<file path="src/rtl/rgfd_pkg.sv">
// ----------------------------------------------------------------------------
// rgfd_pkg
// Types, command codes, glyph table and helpers for the glyph drawer.
// ----------------------------------------------------------------------------
package rgfd_pkg;

  localparam int PANEL_COLUMNS = 128;
  localparam int PANEL_PAGES   = 8;
  localparam int STORE_DEPTH   = PANEL_COLUMNS * PANEL_PAGES;
  localparam int ADDR_W        = $clog2(STORE_DEPTH);
  localparam int COL_W         = $clog2(PANEL_COLUMNS);
  localparam int PAGE_W        = $clog2(PANEL_PAGES);

  localparam logic [2:0] GLYPH_COLS  = 3'd5;
  localparam logic [2:0] GLYPH_ROWS  = 3'd7;
  localparam logic [2:0] GLYPH_PITCH = 3'd6;

  localparam logic [2:0] CMD_CLEAR = 3'd0;
  localparam logic [2:0] CMD_PIXEL = 3'd1;
  localparam logic [2:0] CMD_RECT  = 3'd2;
  localparam logic [2:0] CMD_VCHAR = 3'd3;
  localparam logic [2:0] CMD_PCHAR = 3'd4;
  localparam logic [2:0] CMD_READ  = 3'd5;

  typedef struct packed {
    logic [2:0] cmd;
    logic [7:0] pos_x;
    logic [7:0] pos_y;
    logic [7:0] rect_width;
    logic [7:0] rect_height;
    logic       ink_on;
    logic [7:0] char_code;
    logic [7:0] scale;
    logic [7:0] page;
    logic [7:0] column;
  } req_item_t;

  typedef struct packed {
    logic [7:0] read_data;
    logic       fitted;
    logic [7:0] next_pos;
  } rsp_item_t;

  typedef enum logic [3:0] {
    ST_INIT, ST_IDLE, ST_CLR, ST_WALK, ST_MODIFY, ST_PAGE, ST_READ, ST_READ_WAIT,
    ST_FINISH
  } state_t;

  typedef struct packed {
    logic load;
    logic clr_step;
    logic walk_read;
    logic walk_write;
    logic walk_step;
    logic page_write;
    logic read_issue;
    logic read_capture;
    logic res_load;
  } dp_cmd_t;

  typedef struct packed {
    logic [2:0] kind;
    logic       clr_last;
    logic       walk_done;
    logic       walk_need;
    logic       page_fit;
    logic       page_last;
    logic       slot_free;
  } dp_status_t;

  function automatic logic [5:0] rom_slot(input logic [7:0] code);
    logic [5:0] slot;
    slot = 6'd0;
    if (code >= 8'h30 && code <= 8'h39) slot = 6'(code - 8'h30) + 6'd1;
    else if (code >= 8'h41 && code <= 8'h5a) slot = 6'(code - 8'h41) + 6'd11;
    else if (code == 8'h2d) slot = 6'd37;
    else if (code == 8'h2e) slot = 6'd38;
    else if (code == 8'h2b) slot = 6'd39;
    return slot;
  endfunction

  // five columns packed low column first
  function automatic logic [39:0] glyph_row(input logic [5:0] slot);
    logic [39:0] g;
    case (slot)
      6'd1:  g = {8'h3e, 8'h45, 8'h49, 8'h51, 8'h3e};
      6'd2:  g = {8'h00, 8'h40, 8'h7f, 8'h42, 8'h00};
      6'd3:  g = {8'h46, 8'h49, 8'h51, 8'h61, 8'h42};
      6'd4:  g = {8'h31, 8'h4b, 8'h45, 8'h41, 8'h21};
      6'd5:  g = {8'h10, 8'h7f, 8'h12, 8'h14, 8'h18};
      6'd6:  g = {8'h39, 8'h45, 8'h45, 8'h45, 8'h27};
      6'd7:  g = {8'h30, 8'h49, 8'h49, 8'h4a, 8'h3c};
      6'd8:  g = {8'h03, 8'h05, 8'h09, 8'h71, 8'h01};
      6'd9:  g = {8'h36, 8'h49, 8'h49, 8'h49, 8'h36};
      6'd10: g = {8'h1e, 8'h29, 8'h49, 8'h49, 8'h06};
      6'd11: g = {8'h7e, 8'h11, 8'h11, 8'h11, 8'h7e};
      6'd12: g = {8'h36, 8'h49, 8'h49, 8'h49, 8'h7f};
      6'd13: g = {8'h22, 8'h41, 8'h41, 8'h41, 8'h3e};
      6'd14: g = {8'h1c, 8'h22, 8'h41, 8'h41, 8'h7f};
      6'd15: g = {8'h41, 8'h49, 8'h49, 8'h49, 8'h7f};
      6'd16: g = {8'h01, 8'h09, 8'h09, 8'h09, 8'h7f};
      6'd17: g = {8'h7a, 8'h49, 8'h49, 8'h41, 8'h3e};
      6'd18: g = {8'h7f, 8'h08, 8'h08, 8'h08, 8'h7f};
      6'd19: g = {8'h00, 8'h41, 8'h7f, 8'h41, 8'h00};
      6'd20: g = {8'h01, 8'h3f, 8'h41, 8'h40, 8'h20};
      6'd21: g = {8'h41, 8'h22, 8'h14, 8'h08, 8'h7f};
      6'd22: g = {8'h40, 8'h40, 8'h40, 8'h40, 8'h7f};
      6'd23: g = {8'h7f, 8'h02, 8'h0c, 8'h02, 8'h7f};
      6'd24: g = {8'h7f, 8'h10, 8'h08, 8'h04, 8'h7f};
      6'd25: g = {8'h3e, 8'h41, 8'h41, 8'h41, 8'h3e};
      6'd26: g = {8'h06, 8'h09, 8'h09, 8'h09, 8'h7f};
      6'd27: g = {8'h5e, 8'h21, 8'h51, 8'h41, 8'h3e};
      6'd28: g = {8'h46, 8'h29, 8'h19, 8'h09, 8'h7f};
      6'd29: g = {8'h31, 8'h49, 8'h49, 8'h49, 8'h46};
      6'd30: g = {8'h01, 8'h01, 8'h7f, 8'h01, 8'h01};
      6'd31: g = {8'h3f, 8'h40, 8'h40, 8'h40, 8'h3f};
      6'd32: g = {8'h1f, 8'h20, 8'h40, 8'h20, 8'h1f};
      6'd33: g = {8'h3f, 8'h40, 8'h38, 8'h40, 8'h3f};
      6'd34: g = {8'h63, 8'h14, 8'h08, 8'h14, 8'h63};
      6'd35: g = {8'h07, 8'h08, 8'h70, 8'h08, 8'h07};
      6'd36: g = {8'h43, 8'h45, 8'h49, 8'h51, 8'h61};
      6'd37: g = {8'h08, 8'h08, 8'h08, 8'h08, 8'h08};
      6'd38: g = {8'h00, 8'h00, 8'h60, 8'h60, 8'h00};
      6'd39: g = {8'h08, 8'h08, 8'h3e, 8'h08, 8'h08};
      default: g = 40'd0;
    endcase
    return g;
  endfunction

  // column select, the sixth column is the blank spacer
  function automatic logic [7:0] glyph_col(input logic [39:0] g, input logic [2:0] idx);
    logic [7:0] c;
    case (idx)
      3'd0: c = g[7:0];
      3'd1: c = g[15:8];
      3'd2: c = g[23:16];
      3'd3: c = g[31:24];
      3'd4: c = g[39:32];
      default: c = 8'd0;
    endcase
    return c;
  endfunction

endpackage

</file>
<file path="src/rtl/rgfd_ctrl.sv">
// ----------------------------------------------------------------------------
// rgfd_ctrl
// Command sequencer: decodes a transaction and steps the datapath through it.
// ----------------------------------------------------------------------------
module rgfd_ctrl import rgfd_pkg::*; (
  input  logic       clk,
  input  logic       rst,
  input  logic       req_valid,
  input  logic [2:0] req_cmd,
  output logic       req_ready,
  input  dp_status_t status,
  output dp_cmd_t    ctl
);
  state_t state, state_next;

  always_ff @(posedge clk) begin
    if (rst) state <= ST_INIT;
    else     state <= state_next;
  end

  always_comb begin
    state_next = state;
    ctl        = '0;
    req_ready  = 1'b0;
    unique case (state)
      ST_INIT: begin
        ctl.clr_step = 1'b1;
        if (status.clr_last) state_next = ST_IDLE;
      end
      ST_IDLE: begin
        req_ready = 1'b1;
        if (req_valid) begin
          ctl.load = 1'b1;
          priority case (req_cmd)
            CMD_CLEAR: state_next = ST_CLR;
            CMD_PIXEL, CMD_RECT, CMD_VCHAR: state_next = ST_WALK;
            CMD_PCHAR: state_next = ST_PAGE;
            CMD_READ:  state_next = ST_READ;
            default:   state_next = ST_FINISH;
          endcase
        end
      end
      ST_CLR: begin
        ctl.clr_step = 1'b1;
        if (status.clr_last) state_next = ST_FINISH;
      end
      ST_WALK: begin
        if (status.walk_done) begin
          state_next = ST_FINISH;
        end else if (status.walk_need) begin
          ctl.walk_read = 1'b1;
          state_next    = ST_MODIFY;
        end else begin
          ctl.walk_step = 1'b1;
        end
      end
      ST_MODIFY: begin
        ctl.walk_write = 1'b1;
        ctl.walk_step  = 1'b1;
        state_next     = ST_WALK;
      end
      ST_PAGE: begin
        if (!status.page_fit) begin
          state_next = ST_FINISH;
        end else begin
          ctl.page_write = 1'b1;
          if (status.page_last) state_next = ST_FINISH;
        end
      end
      ST_READ: begin
        ctl.read_issue = 1'b1;
        state_next     = ST_READ_WAIT;
      end
      ST_READ_WAIT: begin
        ctl.read_capture = 1'b1;
        state_next       = ST_FINISH;
      end
      ST_FINISH: begin
        if (status.slot_free) begin
          ctl.res_load = 1'b1;
          state_next   = ST_IDLE;
        end
      end
      default: state_next = ST_INIT;
    endcase
  end
endmodule

</file>
<file path="config.mk">
export PLATFORM = sky130hd
export DESIGN_NAME = rgfd_ctrl
export DESIGN_NICKNAME = d
export VERILOG_FILES = /design/src/rtl/rgfd_pkg.sv /design/src/rtl/rgfd_ctrl.sv
export SDC_FILE = /design/constraint.sdc
export NUM_CORES = 1
export LEC_CHECK = 0
export ABC_AREA = 1
export ABC_CLOCK_PERIOD_IN_PS = 1140
export BUFFER_PORTS_ARGS = -buffer_cell sky130_fd_sc_hd__buf_2
export CAP_MARGIN = 20
export CORE_AREA = 2 2 39 41
export DETAILED_ROUTE_END_ITERATION = 10
export DIE_AREA = 0 0 41 43
export GPL_ROUTABILITY_DRIVEN = 0
export PLACE_DENSITY = 0.72
export SYNTH_ARGS = -nofsm -noshare
export SYNTH_HDL_FRONTEND = slang
export SYNTH_SLANG_ARGS = --single-unit
</file>
<file path="constraint.sdc">
create_clock -name clk -period 1.14 [get_ports clk]
set_input_delay 0.057 -clock clk [delete_from_list [all_inputs] [get_ports clk]]
set_output_delay 0.057 -clock clk [all_outputs]
set_load 0.02 [all_outputs]
</file>
==> results_dict.tcl <==
set metrics [dict create \
    syn_nets 99 \
    yosys.area_share.xor_xnor 0 \
    clock_latency_ns 0.24 \
    coreArea_mm2 0.001384 \
    synth_top_family_by_area "simple AND/OR/NAND/NOR gates" \
    fmax_ghz 0.8065 \
    drive_gt1_frac 0.6033 \
    first_iter_violations 11 \
    synth_edf_count 0 \
    largest_reg_flops 4 \
    hold_violations 0 \
    fp.dieW_um 41 \
    crit_required_ns 1.08 \
    grt_start_max_net_pins 6 \
    htree_levels 1 \
    rows 14 \
    setup_viol 12 \
    cap_viol_max_count 0 \
    dr_total_vias 679 \
    ys_top_cells_by_area "dfxtp_1, nand2_1, nand3_1, nor2_1, inv_1" \
    grt_usage 0.2040 \
    routed_wirelength_mm 1.590 \
    ant_nets 0 \
    vias_per_cell 4.956 \
    clockRootBuffer "clkbuf_4" \
    pre_cts_slack_ns -0.05579 \
    rsz0062_at_grt "yes" \
    grt_first_pass_wirelength_mm 2.477 \
    die_y_um 43 \
    detailed_place_hpwl_mm 1.005 \
    peakVddDrop_mv 0.6161 \
    cts_hold_buf 0 \
    synth-simple-area-share 0.5623 \
    post-route-drc-count 0 \
    fin_area_um2 878.3 \
    start_util 0.3264 \
    netlist.top_cell.by_area "dfxtp_1" \
    grt_pass1_vias 614 \
    synth_top_area_share 0.1773 \
    dieArea_mm2 0.001763 \
    synth_ff_type "dfxtp_1" \
    largest-register "state" \
    synth_seq_cells 4 \
    rr_startpoint "state[2]" \
    min_path_type "primary input to register" \
    first_pass_iters 4 \
    wire_per_inst_um 11.61 \
    antenna_cells 0 \
    relSlewSlack 0.8868 \
    clk_path_buf_depth 2 \
    nets 138 \
    holdWs_ns 0.02367 \
    status "complete, but fails checks" \
    period_needed_ns 1.240 \
    syn_inst 84 \
    cts_tree "done" \
    antenna_found_initial 0 \
    seq_area_frac_synth 0.1773 \
    port_buffers 21 \
    crit_type "register to output port" \
    async_reset_ff_frac 0 \
    muxShareOfSynthArea 0 \
    holdPathStages 2 \
    yosys_warnings 0 \
    area_delta_synth_final_pct 94.46 \
    crit_path_end_kind "output port" \
    dpl_cell_area_um2 610.6 \
    ys_top_cells_by_count "nand2_1, nor2_1, inv_1, nand3_1, a21oi_1" \
    rr_worst_depth 7 \
    grt_overflow 0 \
    drv_slew 0 \
    holdCritStartpoint "rst" \
    path_clk_slew_ns 0.04 \
    reg2reg_to "state[1]" \
    synth_compound_area_frac 0.1108 \
    n_fill_cell 124 \
    cts_sinks 4 \
    ys_types 15 \
    syn_area_um2 451.7 \
    synthAdderAreaFrac 0 \
    cp_max_fo 4 \
    io_pins 25 \
    synth_area_per_cell_um2 5.377 \
    largestRegisters "state (4)" \
    fin_setup_tns_ns -0.7432 \
    fin_ws_ns -0.09990 \
    violations "negative setup slack" \
    tightest_slew_ns 0.1695 \
    synth_most_common_cell "nand2_1" \
    finClkSkew_ns 0.004298 \
    period_share 1.088 \
    cp_data_arrival_time_ns 1.18 \
    cts_made_buffers 3 \
    crit_path_start_kind "register" \
    p_leak_nw 0.4544 \
    r2r_slack_ns -0.07 \
    powerDensity_mw_per_mm2 1521 \
    whs_endpoint "state[0]" \
]
-- power breakdown --
group / switching (mW) / internal (mW)
Sequential: 0.0640 / 0.179
Clock: 0.0686 / 0.118
Combinational: 0.489 / 0.417
Total: 0.622 / 0.714
-- routing by layer --
metal  part of all wire  track usage  up-vias  wire length (µm)
met5                  0            0        -                 0
met4              0.015      0.06000        0                24
met3              0.036      0.02094        2                57
met2               0.54       0.3938       16               862
met1               0.41       0.2065      319               646
li1                   -            -      342                 -
-- worst max path at each step --
| stage | from | to | slack (ns) | cells past startpoint |
|---|---|---|---|---|
| after detailed placement | state[0] | state[2] | -0.06 | 7 |
| final | state[2] | ctl[4] | -0.1 | 5 |
| after CTS | state[1] | ctl[0] | -0.07 | 5 |
| after global placement | state[1] | state[2] | -0.05 | 8 |
| after floorplan | state[1] | state[0] | 0.02 | 8 |
| after global routing | state[2] | ctl[4] | -0.17 | 5 |
-- worst max-delay path, stage by stage, from the launching register on --
cell     delay [ns]
dfxtp_4        0.38
inv_4          0.05
nor2_4         0.16
nand2_4        0.09
o21ai_2        0.13
buf_6          0.13
-- layout make-up --
type / count / area, µm² / area share
flip-flops and latches: 4 / 92.59 / 0.1054
clock buffers: 3 / 22.52 / 0.02564
multi-input cells: 64 / 407.9 / 0.4644
well taps: 16 / 20.02 / 0.02279
repair buffers: 35 / 269.0 / 0.3063
inverters: 15 / 66.31 / 0.07550
-- what timing repair did --
| action | CTS | global route |
|---|---|---|
| setup buffers | 8 | 1 |
| pin swaps | 12 | 5 |
| setup endpoints to repair | 13 | 14 |
| gates resized for setup | 45 | 14 |
-- metrics by stage --
stage                     std cells  power [mW]  utilization
final                           137       1.336       0.6347
after global routing            137       1.435       0.6347
after CTS                       136       1.237       0.5967
after detailed placement        126      0.7906       0.4412
after global placement          126      0.7811       0.4412
after floorplan                  84      0.6026            -
-- cell families after synthesis --
group,after synthesis
compound gates,10
buf+inv,16
flops,4
simple gates,54
-- cells in the final DEF (no fill, tap or decap), types with 3 or more instances in the layout --
cell | netlist | routed
buf_4 | 0 | 15
nand2_1 | 18 | 12
buf_2 | 0 | 11
inv_1 | 12 | 10
nor2_1 | 15 | 9
buf_6 | 1 | 9
nand3_1 | 12 | 8
nor2_2 | 2 | 6
nor2_4 | 2 | 4
nand3_2 | 1 | 4
nand2_4 | 0 | 3
nand2_2 | 0 | 3
a21oi_1 | 5 | 3
clkbuf_4 | 0 | 3
dfxtp_4 | 0 | 3
No activity file was read; power rests on OpenSTA's default activity.
